===== config.mk =====
export PLATFORM = sky130hd
export DESIGN_NAME = face_track_servo_rock_detect
export DESIGN_NICKNAME = d
export VERILOG_FILES = /design/src/design/ftsrd_pkg.sv /design/src/design/ftsrd_axis.sv /design/src/design/face_track_servo_rock_detect.sv
export SDC_FILE = /design/constraint.sdc
export NUM_CORES = 2
export LEC_CHECK = 0
export BUFFER_PORTS_ARGS = -buffer_cell sky130_fd_sc_hd__clkbuf_2
export CORE_MARGIN = 2
export CORE_UTILIZATION = 50
export DETAILED_ROUTE_END_ITERATION = 16
export PLACE_DENSITY_LB_ADDON = 0.1
export SLEW_MARGIN = 30
export SYNTH_ARGS = -nofsm -noshare
export SYNTH_HDL_FRONTEND = slang
export SYNTH_SLANG_ARGS = --single-unit

===== constraint.sdc =====
create_clock -name aclk -period 12.65 [get_ports aclk]
set_input_delay 1.265 -clock aclk [delete_from_list [all_inputs] [get_ports aclk]]
set_output_delay 1.265 -clock aclk [all_outputs]
set_load 0.005 [all_outputs]

===== src/design/ftsrd_pkg.sv =====
// ----------------------------------------------------------------------------
// ftsrd_pkg: shared types and constants
// Request and result structs, register indexes and reset values for the
// face track servo and rocking detector.
// ----------------------------------------------------------------------------
package ftsrd_pkg;

    localparam int CFG_IDX_W  = 3;
    localparam int CFG_DATA_W = 24;

    localparam logic [CFG_IDX_W-1:0] REG_GAP_LIMIT    = 3'd0;
    localparam logic [CFG_IDX_W-1:0] REG_WINDOW_LIMIT = 3'd1;
    localparam logic [CFG_IDX_W-1:0] REG_ROCK_THRESH  = 3'd2;
    localparam logic [CFG_IDX_W-1:0] REG_GAIN         = 3'd3;
    localparam logic [CFG_IDX_W-1:0] REG_HOLD_MS      = 3'd4;

    localparam logic [7:0]  GAP_LIMIT_RST    = 8'd2;
    localparam logic [7:0]  WINDOW_LIMIT_RST = 8'd7;
    localparam logic [23:0] ROCK_THRESH_RST  = 24'd131072;
    localparam logic [15:0] GAIN_RST         = 16'd3932;
    localparam logic [15:0] HOLD_MS_RST      = 16'd1000;

    localparam logic [15:0] HALF_Q16 = 16'h8000;
    localparam logic [23:0] SUM_MAX  = 24'hFF_FFFF;

    // Past this many whole seconds the elapsed time exceeds any hold_ms.
    localparam int HOLD_MAX_MS   = 65535;
    localparam int MS_FIELD_MAX  = 1023;
    localparam int HOLD_SEC_LIM  = (HOLD_MAX_MS + MS_FIELD_MAX + 999) / 1000;
    localparam int HOLD_SEC_W    = 7;
    localparam int ELAPSED_W     = 19;

    localparam logic REQ_SAMPLE = 1'b0;
    localparam logic REQ_TICK   = 1'b1;

    typedef struct packed {
        logic        req_type;
        logic [15:0] face_x;
        logic [15:0] face_y;
        logic [31:0] now_sec;
        logic [9:0]  now_ms;
    } in_t;

    typedef struct packed {
        logic               servo_valid;
        logic signed [31:0] pan_pos;
        logic signed [31:0] tilt_pos;
        logic               rock_detected;
        logic               rock_cleared;
    } out_t;

endpackage


===== src/design/ftsrd_axis.sv =====
// ----------------------------------------------------------------------------
// ftsrd_axis: one servo axis integrator
// Adds floor(err * gain / 2^16) to the accumulator with signed saturation.
// ----------------------------------------------------------------------------
module ftsrd_axis (
    input  logic signed [17:0] err,
    input  logic        [15:0] gain,
    input  logic signed [31:0] acc,
    output logic signed [31:0] acc_sum
);

    logic signed [34:0] prod;
    logic signed [18:0] step;
    logic signed [32:0] sum;

    always_comb begin
        prod = 35'(err) * 35'(signed'({1'b0, gain}));
        step = prod[34:16];
        sum  = 33'(acc) + 33'(step);
        if (sum[32] != sum[31]) begin
            acc_sum = sum[32] ? 32'sh8000_0000 : 32'sh7FFF_FFFF;
        end else begin
            acc_sum = sum[31:0];
        end
    end

endmodule


===== src/design/face_track_servo_rock_detect.sv =====
// ----------------------------------------------------------------------------
// face_track_servo_rock_detect: pan/tilt integrator with rocking detector
// Face samples set the pan/tilt error and run the rocking detector; control
// ticks within hold_ms of the last sample integrate the error into saturating positions.
//
//   channel  ports                        dir  payload
//   s_       s_valid s_ready s_data       in   ftsrd_pkg::in_t
//   m_       m_valid m_ready m_data       out  ftsrd_pkg::out_t
//   cfg_     cfg_wr_en cfg_index cfg_wdata in  register write, no wait
//
// One request per cycle while s_ready is high; a request loads the request
// register at acceptance and moves to the result register once that is free.
// Each request reads the state left by the previous one in a single pass.
// Reset: synchronous, active low; all but the request and result data registers take their default values.
// A stalled result holds the result and state; s_ready drops only when both registers are full.
// ----------------------------------------------------------------------------
module face_track_servo_rock_detect (
    input  logic                                aclk,
    input  logic                                aresetn,
    input  logic                                s_valid,
    output logic                                s_ready,
    input  ftsrd_pkg::in_t                      s_data,
    output logic                                m_valid,
    input  logic                                m_ready,
    output ftsrd_pkg::out_t                     m_data,
    input  logic                                cfg_wr_en,
    input  logic [ftsrd_pkg::CFG_IDX_W-1:0]     cfg_index,
    input  logic [ftsrd_pkg::CFG_DATA_W-1:0]    cfg_wdata
);

    logic [7:0]  gap_limit_reg;
    logic [7:0]  window_limit_reg;
    logic [23:0] rock_thresh_reg;
    logic [15:0] gain_reg;
    logic [15:0] hold_ms_reg;

    ftsrd_pkg::in_t  in_reg;
    logic            in_valid_reg;
    ftsrd_pkg::out_t out_reg;
    logic            out_valid_reg;

    logic signed [17:0] err_x_reg, err_x_next;
    logic signed [17:0] err_y_reg, err_y_next;
    logic [31:0] last_sec_reg, last_sec_next;
    logic [9:0]  last_ms_reg, last_ms_next;
    logic [31:0] win_start_reg, win_start_next;
    logic [23:0] rock_sum_reg, rock_sum_next;
    logic [15:0] prev_x_reg, prev_x_next;
    logic [15:0] prev_y_reg, prev_y_next;
    logic signed [31:0] pan_acc_reg, pan_acc_next;
    logic signed [31:0] tilt_acc_reg, tilt_acc_next;
    ftsrd_pkg::out_t out_next;

    logic        advance;
    logic        fire;
    logic        s_take;
    logic [31:0] gap_sec;
    logic [31:0] win_sec;
    logic [15:0] dx;
    logic [15:0] dy;
    logic [25:0] sum_wide;
    logic        timeout;
    logic        near;
    logic [16:0] sec_ms;
    logic signed [ftsrd_pkg::ELAPSED_W-1:0] elapsed;
    logic        active;
    logic signed [31:0] pan_sum;
    logic signed [31:0] tilt_sum;

    assign advance = !out_valid_reg || m_ready;
    assign fire    = in_valid_reg && advance;
    assign s_ready = !in_valid_reg || advance;
    assign s_take  = s_valid && s_ready;
    assign m_valid = out_valid_reg;
    assign m_data  = out_reg;

    ftsrd_axis u_pan (
        .err     (err_x_reg),
        .gain    (gain_reg),
        .acc     (pan_acc_reg),
        .acc_sum (pan_sum)
    );

    ftsrd_axis u_tilt (
        .err     (err_y_reg),
        .gain    (gain_reg),
        .acc     (tilt_acc_reg),
        .acc_sum (tilt_sum)
    );

    always_comb begin
        gap_sec  = in_reg.now_sec - last_sec_reg;
        win_sec  = in_reg.now_sec - win_start_reg;
        dx       = (in_reg.face_x > prev_x_reg) ? in_reg.face_x - prev_x_reg
                                                : prev_x_reg - in_reg.face_x;
        dy       = (in_reg.face_y > prev_y_reg) ? in_reg.face_y - prev_y_reg
                                                : prev_y_reg - in_reg.face_y;
        sum_wide = 26'(rock_sum_reg) + 26'(dx) + 26'(dy);
        timeout  = (gap_sec > 32'(gap_limit_reg)) || (win_sec > 32'(window_limit_reg));

        near     = gap_sec < 32'(ftsrd_pkg::HOLD_SEC_LIM);
        sec_ms   = 17'(gap_sec[ftsrd_pkg::HOLD_SEC_W-1:0]) * 17'd1000;
        elapsed  = signed'(ftsrd_pkg::ELAPSED_W'(sec_ms))
                 + signed'(ftsrd_pkg::ELAPSED_W'(in_reg.now_ms))
                 - signed'(ftsrd_pkg::ELAPSED_W'(last_ms_reg));
        active   = near && (elapsed < signed'(ftsrd_pkg::ELAPSED_W'(hold_ms_reg)));

        err_x_next     = err_x_reg;
        err_y_next     = err_y_reg;
        last_sec_next  = last_sec_reg;
        last_ms_next   = last_ms_reg;
        win_start_next = win_start_reg;
        rock_sum_next  = rock_sum_reg;
        prev_x_next    = prev_x_reg;
        prev_y_next    = prev_y_reg;
        pan_acc_next   = pan_acc_reg;
        tilt_acc_next  = tilt_acc_reg;
        out_next       = '0;

        if (in_reg.req_type == ftsrd_pkg::REQ_SAMPLE) begin
            err_x_next    = signed'(18'(ftsrd_pkg::HALF_Q16)) - signed'(18'(in_reg.face_x));
            err_y_next    = signed'(18'(in_reg.face_y)) - signed'(18'(ftsrd_pkg::HALF_Q16));
            if (timeout) begin
                rock_sum_next         = '0;
                win_start_next        = in_reg.now_sec;
                out_next.rock_cleared = 1'b1;
            end else if (rock_sum_reg > rock_thresh_reg) begin
                rock_sum_next          = '0;
                win_start_next         = in_reg.now_sec;
                out_next.rock_detected = 1'b1;
            end else begin
                rock_sum_next = (sum_wide[25:24] != 2'b00) ? ftsrd_pkg::SUM_MAX
                                                           : sum_wide[23:0];
            end
            prev_x_next   = in_reg.face_x;
            prev_y_next   = in_reg.face_y;
            last_sec_next = in_reg.now_sec;
            last_ms_next  = in_reg.now_ms;
        end else if (active) begin
            pan_acc_next         = pan_sum;
            tilt_acc_next        = tilt_sum;
            out_next.servo_valid = 1'b1;
        end
        out_next.pan_pos  = pan_acc_next;
        out_next.tilt_pos = tilt_acc_next;
    end

    always_ff @(posedge aclk) begin
        if (!aresetn) begin
            gap_limit_reg    <= ftsrd_pkg::GAP_LIMIT_RST;
            window_limit_reg <= ftsrd_pkg::WINDOW_LIMIT_RST;
            rock_thresh_reg  <= ftsrd_pkg::ROCK_THRESH_RST;
            gain_reg         <= ftsrd_pkg::GAIN_RST;
            hold_ms_reg      <= ftsrd_pkg::HOLD_MS_RST;
        end else if (cfg_wr_en) begin
            case (cfg_index)
                ftsrd_pkg::REG_GAP_LIMIT:    gap_limit_reg    <= cfg_wdata[7:0];
                ftsrd_pkg::REG_WINDOW_LIMIT: window_limit_reg <= cfg_wdata[7:0];
                ftsrd_pkg::REG_ROCK_THRESH:  rock_thresh_reg  <= cfg_wdata[23:0];
                ftsrd_pkg::REG_GAIN:         gain_reg         <= cfg_wdata[15:0];
                ftsrd_pkg::REG_HOLD_MS:      hold_ms_reg      <= cfg_wdata[15:0];
                default: ;
            endcase
        end
    end

    always_ff @(posedge aclk) begin
        if (!aresetn) begin
            in_valid_reg  <= 1'b0;
            out_valid_reg <= 1'b0;
            err_x_reg     <= '0;
            err_y_reg     <= '0;
            last_sec_reg  <= '0;
            last_ms_reg   <= '0;
            win_start_reg <= '0;
            rock_sum_reg  <= '0;
            prev_x_reg    <= '0;
            prev_y_reg    <= '0;
            pan_acc_reg   <= '0;
            tilt_acc_reg  <= '0;
        end else begin
            if (s_take) begin
                in_valid_reg <= 1'b1;
            end else if (advance) begin
                in_valid_reg <= 1'b0;
            end
            if (fire) begin
                out_valid_reg <= 1'b1;
            end else if (m_ready) begin
                out_valid_reg <= 1'b0;
            end
            if (fire) begin
                err_x_reg     <= err_x_next;
                err_y_reg     <= err_y_next;
                last_sec_reg  <= last_sec_next;
                last_ms_reg   <= last_ms_next;
                win_start_reg <= win_start_next;
                rock_sum_reg  <= rock_sum_next;
                prev_x_reg    <= prev_x_next;
                prev_y_reg    <= prev_y_next;
                pan_acc_reg   <= pan_acc_next;
                tilt_acc_reg  <= tilt_acc_next;
            end
        end
    end

    always_ff @(posedge aclk) begin
        if (s_take) begin
            in_reg <= s_data;
        end
        if (fire) begin
            out_reg <= out_next;
        end
    end

    a_flags_exclusive: assert property (@(posedge aclk) disable iff (!aresetn)
        m_valid |-> !(m_data.rock_detected && m_data.rock_cleared))
        else $error("rock detected and cleared on one result");

    a_tick_no_flags: assert property (@(posedge aclk) disable iff (!aresetn)
        m_valid && m_data.servo_valid |-> !m_data.rock_detected && !m_data.rock_cleared)
        else $error("servo result carries rocking flags");

    a_stall_holds_state: assert property (@(posedge aclk) disable iff (!aresetn)
        out_valid_reg && !m_ready |=> $stable(pan_acc_reg) && $stable(rock_sum_reg))
        else $error("state moved while result stalled");

    a_restart_clears_sum: assert property (@(posedge aclk) disable iff (!aresetn)
        fire && (out_next.rock_detected || out_next.rock_cleared) |=> rock_sum_reg == '0)
        else $error("rocking sum not cleared on restart");

    a_result_tracks_acc: assert property (@(posedge aclk) disable iff (!aresetn)
        fire |=> m_data.pan_pos == pan_acc_reg && m_data.tilt_pos == tilt_acc_reg)
        else $error("result position differs from accumulator");

endmodule


# Word level (Yosys, flattened, before mapping)
# Cells that the tools add are included.
dict set report op_classes {
  reduce_logical 21
  muxes 22
  n_lt_le_gt_ge 7
  addsub 14
  n_mul 3
  n_eq_ne 6
  n_bitwise 1
}
# operator count
set ops {}
lappend ops {{two-way mux 32 bit} 10}
lappend ops {{two-way mux 24 bit} 3}
lappend ops {{multiplier 17 x 17 -> 34 bit} 2}
lappend ops {{adder 32 x 19 -> 33 bit} 2}
lappend ops {{greater-than comparator 32 x 8 -> 1 bit} 2}
lappend ops {{subtractor 16 bit} 4}
lappend ops {{subtractor 32 bit} 2}
lappend ops {{greater-than comparator 16 bit} 2}
lappend ops {{< comparator 32 x 7 -> 1 bit, second input constant} 1}
lappend ops {{two-way mux 16 bit} 2}
lappend ops {{adder 25 x 16 -> 26 bit} 1}
lappend ops {{adder 24 x 16 -> 25 bit} 1}
lappend ops {{greater-than comparator 24 bit} 1}
lappend ops {{< comparator 19 x 17 -> 1 bit} 1}
lappend ops {{subtractor 18 x 10 -> 19 bit} 1}
lappend ops {{adder 17 x 10 -> 18 bit} 1}
lappend ops {{subtractor 16 x 16 -> 17 bit, first input constant} 1}
lappend ops {{subtractor 16 x 16 -> 17 bit, second input constant} 1}
lappend ops {{multiplier 7 x 7 -> 14 bit, second input constant} 1}
lappend ops {{AND reduction 2 bit} 6}
lappend ops {{nonzero test 2 bit} 4}
lappend ops {{two-way mux 1 bit} 7}
lappend ops {{== test 3 x 2 -> 1 bit, second input constant} 2}
lappend ops {{== test 3 x 1 -> 1 bit, second input constant} 1}
lappend ops {{other kinds (9)} 15}
dict set report word_totals {
  output_inout_bits 69
  register_bits 444
  elab_cells 101
  in_bits 107
}

# Longest topological paths before layout
dict set report logic_depth {
  ltp_word 8
  ltp_mapped 41
  ltp_nobuf 38
}

# Hierarchy
# From an unflattened synthesis, not the netlist that was laid out.
dict set report hier_totals {
  hier_cells 6089
  hier_area_um2 53486.3
}
# mod area_per_inst_um2 seq_area_each_um2 cells_per_inst instances
set by_module_without_submodules {}
lappend by_module_without_submodules {face_track_servo_rock_detect 28377.2 9969.6 3200 1}
lappend by_module_without_submodules {{ftsrd_axis (u_tilt)} 12625.9 0.0 1442 1}
lappend by_module_without_submodules {{ftsrd_axis (u_pan)} 12483.2 0.0 1447 1}

# Worst setup path before layout
# No wires, ideal clock.
dict set report synth_path {
  path_type {reg-to-reg}
  startpoint {register err_x_reg[10]}
  endpoint {register out_reg, in the netlist m_data[51], data pin}
  arrival_time_ns 9.561
  n_path_buf 3
  required_time_ns 12.396
  setup_ns 0.254
  period_less_slack_ns 9.815
  slack_ns 2.835
  path_stages_with_launch 35
  cell_sequence {dfxtp_1 clkbuf_1 nand2_1 fa_1 fa_1 fa_1 fa_1 inv_1 fa_1 inv_1 fa_1 inv_1 ha_1 nand2_1 a21oi_1 nor2b_1 o31ai_1 a221o_1 a221o_1 a21oi_1 o21ai_0 o41ai_1 xnor2_1 ha_1 a21o_1 a21o_1 a21o_1 a2111oi_0 a211oi_1 or3_1 clkbuf_1 o22ai_1 clkbuf_1 nor3_1 a21o_1}
}
# item line_no
set synth_rtl {}
lappend synth_rtl {{from (decl)} face_track_servo_rock_detect.sv:42} ;# logic signed [17:0] err_x_reg, err_x_next;
lappend synth_rtl {{from (signal assigned)} face_track_servo_rock_detect.sv:193} ;# err_x_reg <= err_x_next;
lappend synth_rtl {{to (signal assigned)} face_track_servo_rock_detect.sv:212} ;# out_reg <= out_next;
lappend synth_rtl {{to (decl)} face_track_servo_rock_detect.sv:39} ;# ftsrd_pkg::out_t out_reg;

==> impl_metrics.tcl <==
set metrics [dict create \
    status "complete, no violations" \
    rsz0062_at_grt "no" \
    track_usage_pct 26.1 \
    syn_nets 7262 \
    cp-end-kind "flop" \
    core_area_um2 102000 \
    clk_latency_ns 0.67 \
    crit_path_top_delay_cell "dfxtp_1" \
    wl_per_cell_um 18.1 \
    cts_sinks 427 \
    crit_path_start_kind "flop" \
    cts_buffers 54 \
    row_count 117 \
    slew_viol_final 0 \
    syn_inst 6071 \
    finalSetupTns_ns 0 \
    final_cell_mix "inv_1, nand2_1, fa_1, ha_1, a21oi_1" \
    max_stage_delay_ns 0.75 \
    synth_cell_types 94 \
    synth-main-ff-cell "dfxtp_1" \
    holdPathStages 2 \
    grt_pass1_wl_um 223000 \
    wl_um 136000 \
    clock_skew_ns 0.0400 \
    fmax_mhz 87.7 \
    synth_enable_flop_cells 142 \
    grt_start_max_net_pins 85 \
    worst_pin_slew_ns 1.02 \
    vias 40800 \
    max-clock-path-buffers 3 \
    portBuffers 175 \
    post_cts_resized 0 \
    cts.hold.buffers_added 0 \
    route.detailed.drc 0 \
    synth.yosys.warnings 0 \
    cap_violations 0 \
    pwr_density_cell_nw_per_um2 152 \
    path_clk_slew_ns 0.07 \
    ys_ff_latch 427 \
    cp_data_required_time_ns 13.04 \
    die_area_um2 106000 \
    synth.avg_cell_area_um2 8.48 \
    ys_async_sr_fraction_pct 0 \
    worstSetupPathType "flop to flop" \
    power_w 0.00845 \
    syn_to_final_growth_pct 7.82 \
    die_y_um 325 \
    path_max_fanout 17 \
    gp_congestion 0.901 \
    finalCritPeriodShare_pct 90.1 \
    hold_class "flop to flop" \
    syn_area_um2 51500 \
    final_common_cell "inv_1" \
    antenna_found_initial 0 \
    cts_max_level 2 \
    hpwl_um 106000 \
    cts-root-buf "clkbuf_16" \
    hold_viol 0 \
    fillers 9609 \
    largest_reg_flops 75 \
    cts_tree "done" \
    grt_pass1_vias 41300 \
    viasPerCell 5.42 \
    finalCriticalPeriod_ns 11.40 \
    relSlewSlack_pct 30.2 \
    pin_count 176 \
    num-nets-final 7310 \
    reg2regPathDepth 36 \
    grt-ovfl-total 0 \
    antenna_left 0 \
    setup_violations 0 \
    arrival_ns 11.79 \
    yosysSeqAreaShare_pct 19.4 \
    first_pass_iters 6 \
    hold_slack_ns 0.453 \
    irDropWorstVdd_uv 582 \
    start_util_pct 50.5 \
    cellLeakagePower_nw 26.2 \
    antennaDiodeCount 0 \
    drive_above_1_share_pct 6.73 \
    drt_iter0_drc 2636 \
    die_width_um 325 \
    post_cts_buffers 0 \
]
## through the flow
| step | std cells | utilization, % | area, µm² | setup slack (ns) |
|---|---|---|---|---|
| 2_1_floorplan | 6071 | - | 51500 | 2.84 |
| 3_3_place_gp | 7431 | 52.6 | 53700 | 1.41 |
| 3_5_place_dp | 7431 | 52.6 | 53700 | 1.36 |
| 4_1_cts | 7531 | 54.4 | 55500 | 1.30 |
| 5_1_grt | 7531 | 54.4 | 55500 | 0.404 |
| 6_report | 7531 | 54.4 | 55500 | 1.25 |
## worst paths after layout
path               startpoint                to  slack (ns)
max reg2reg     err_y_reg[15]        m_data[25]        1.25
max             err_y_reg[15]        m_data[25]        1.25
min          last_sec_reg[18]  last_sec_reg[18]        0.45
min reg2reg  last_sec_reg[18]  last_sec_reg[18]        0.45
## layer usage
layer	GRT usage (%)	share of wire, %	vias up
met4	7.39	2.9	0
met2	42.9	46	933
met3	2.27	4.2	169
li1	-	-	19800
met1	37.0	47	19900
met5	0	0	-
## layout make-up
cell class                      count  area (µm²)  area share, %
Clock buffer                       64        1420           2.56
Tap cell                         1368        1710           3.08
Timing Repair Buffer              246        1420           2.55
Clock inverter                     36         394          0.710
Inverter                         1051        3950           7.11
Multi-Input combinational cell   4339       36700           66.0
Sequential cell                   427        9970           18.0
## synth_stat cells (36+ instances only)
cell type | number | share of area [%]
a211oi_1 | 44 | 0.64
a21o_1 | 141 | 2.1
a21oi_1 | 370 | 3.6
and2_1 | 252 | 3.1
clkbuf_1 | 230 | 1.7
dfxtp_1 | 285 | 11
edfxtp_1 | 142 | 8.3
fa_1 | 595 | 23
ha_1 | 489 | 12
inv_1 | 1051 | 7.7
mux2i_1 | 108 | 2.1
nand2_1 | 940 | 6.8
nand2b_1 | 39 | 0.47
nand3_1 | 67 | 0.65
nand4_1 | 50 | 0.61
nor2_1 | 218 | 1.6
nor3_1 | 66 | 0.64
o211ai_1 | 48 | 0.70
o21ai_0 | 199 | 1.9
o21bai_1 | 36 | 0.52
xnor2_1 | 140 | 2.4
xor2_1 | 57 | 0.97
## cell families (layout without fill, tap and decap cells)
| logic type | after synthesis | count (layout) | synth area share [%] |
|---|---|---|---|
| simple gates | 1828 | 1828 | 16.5 |
| buf+inv | 1305 | 1397 | 9.62 |
| fa+ha+maj | 1090 | 1090 | 35.1 |
| compound gates | 1090 | 1090 | 13.4 |
| flops | 427 | 427 | 19.4 |
| xor+xnor | 197 | 197 | 3.35 |
| mux | 134 | 134 | 2.67 |
## power by group
part           leakage [nW]  internal [W]  switching (W)
sequential             3.69       0.00146      0.0000603
clock                 0.865      0.000931       0.000686
combinational          21.6       0.00221        0.00311
total                  26.2       0.00460        0.00385
## critical path: cells and delay by family, from the launching register on
kind | cells | cell delay (ns)
adder cells (fa/ha/maj) | 8 | 3.77
flip-flops | 1 | 0.75
AO/OA/AOI/OAI | 11 | 2.65
XOR/XNOR | 2 | 0.34
multiplexers | 1 | 0.33
buffers and inverters | 7 | 1.17
AND/OR/NAND/NOR | 7 | 2.12
Note: power is estimated with default switching activity, not from simulation.
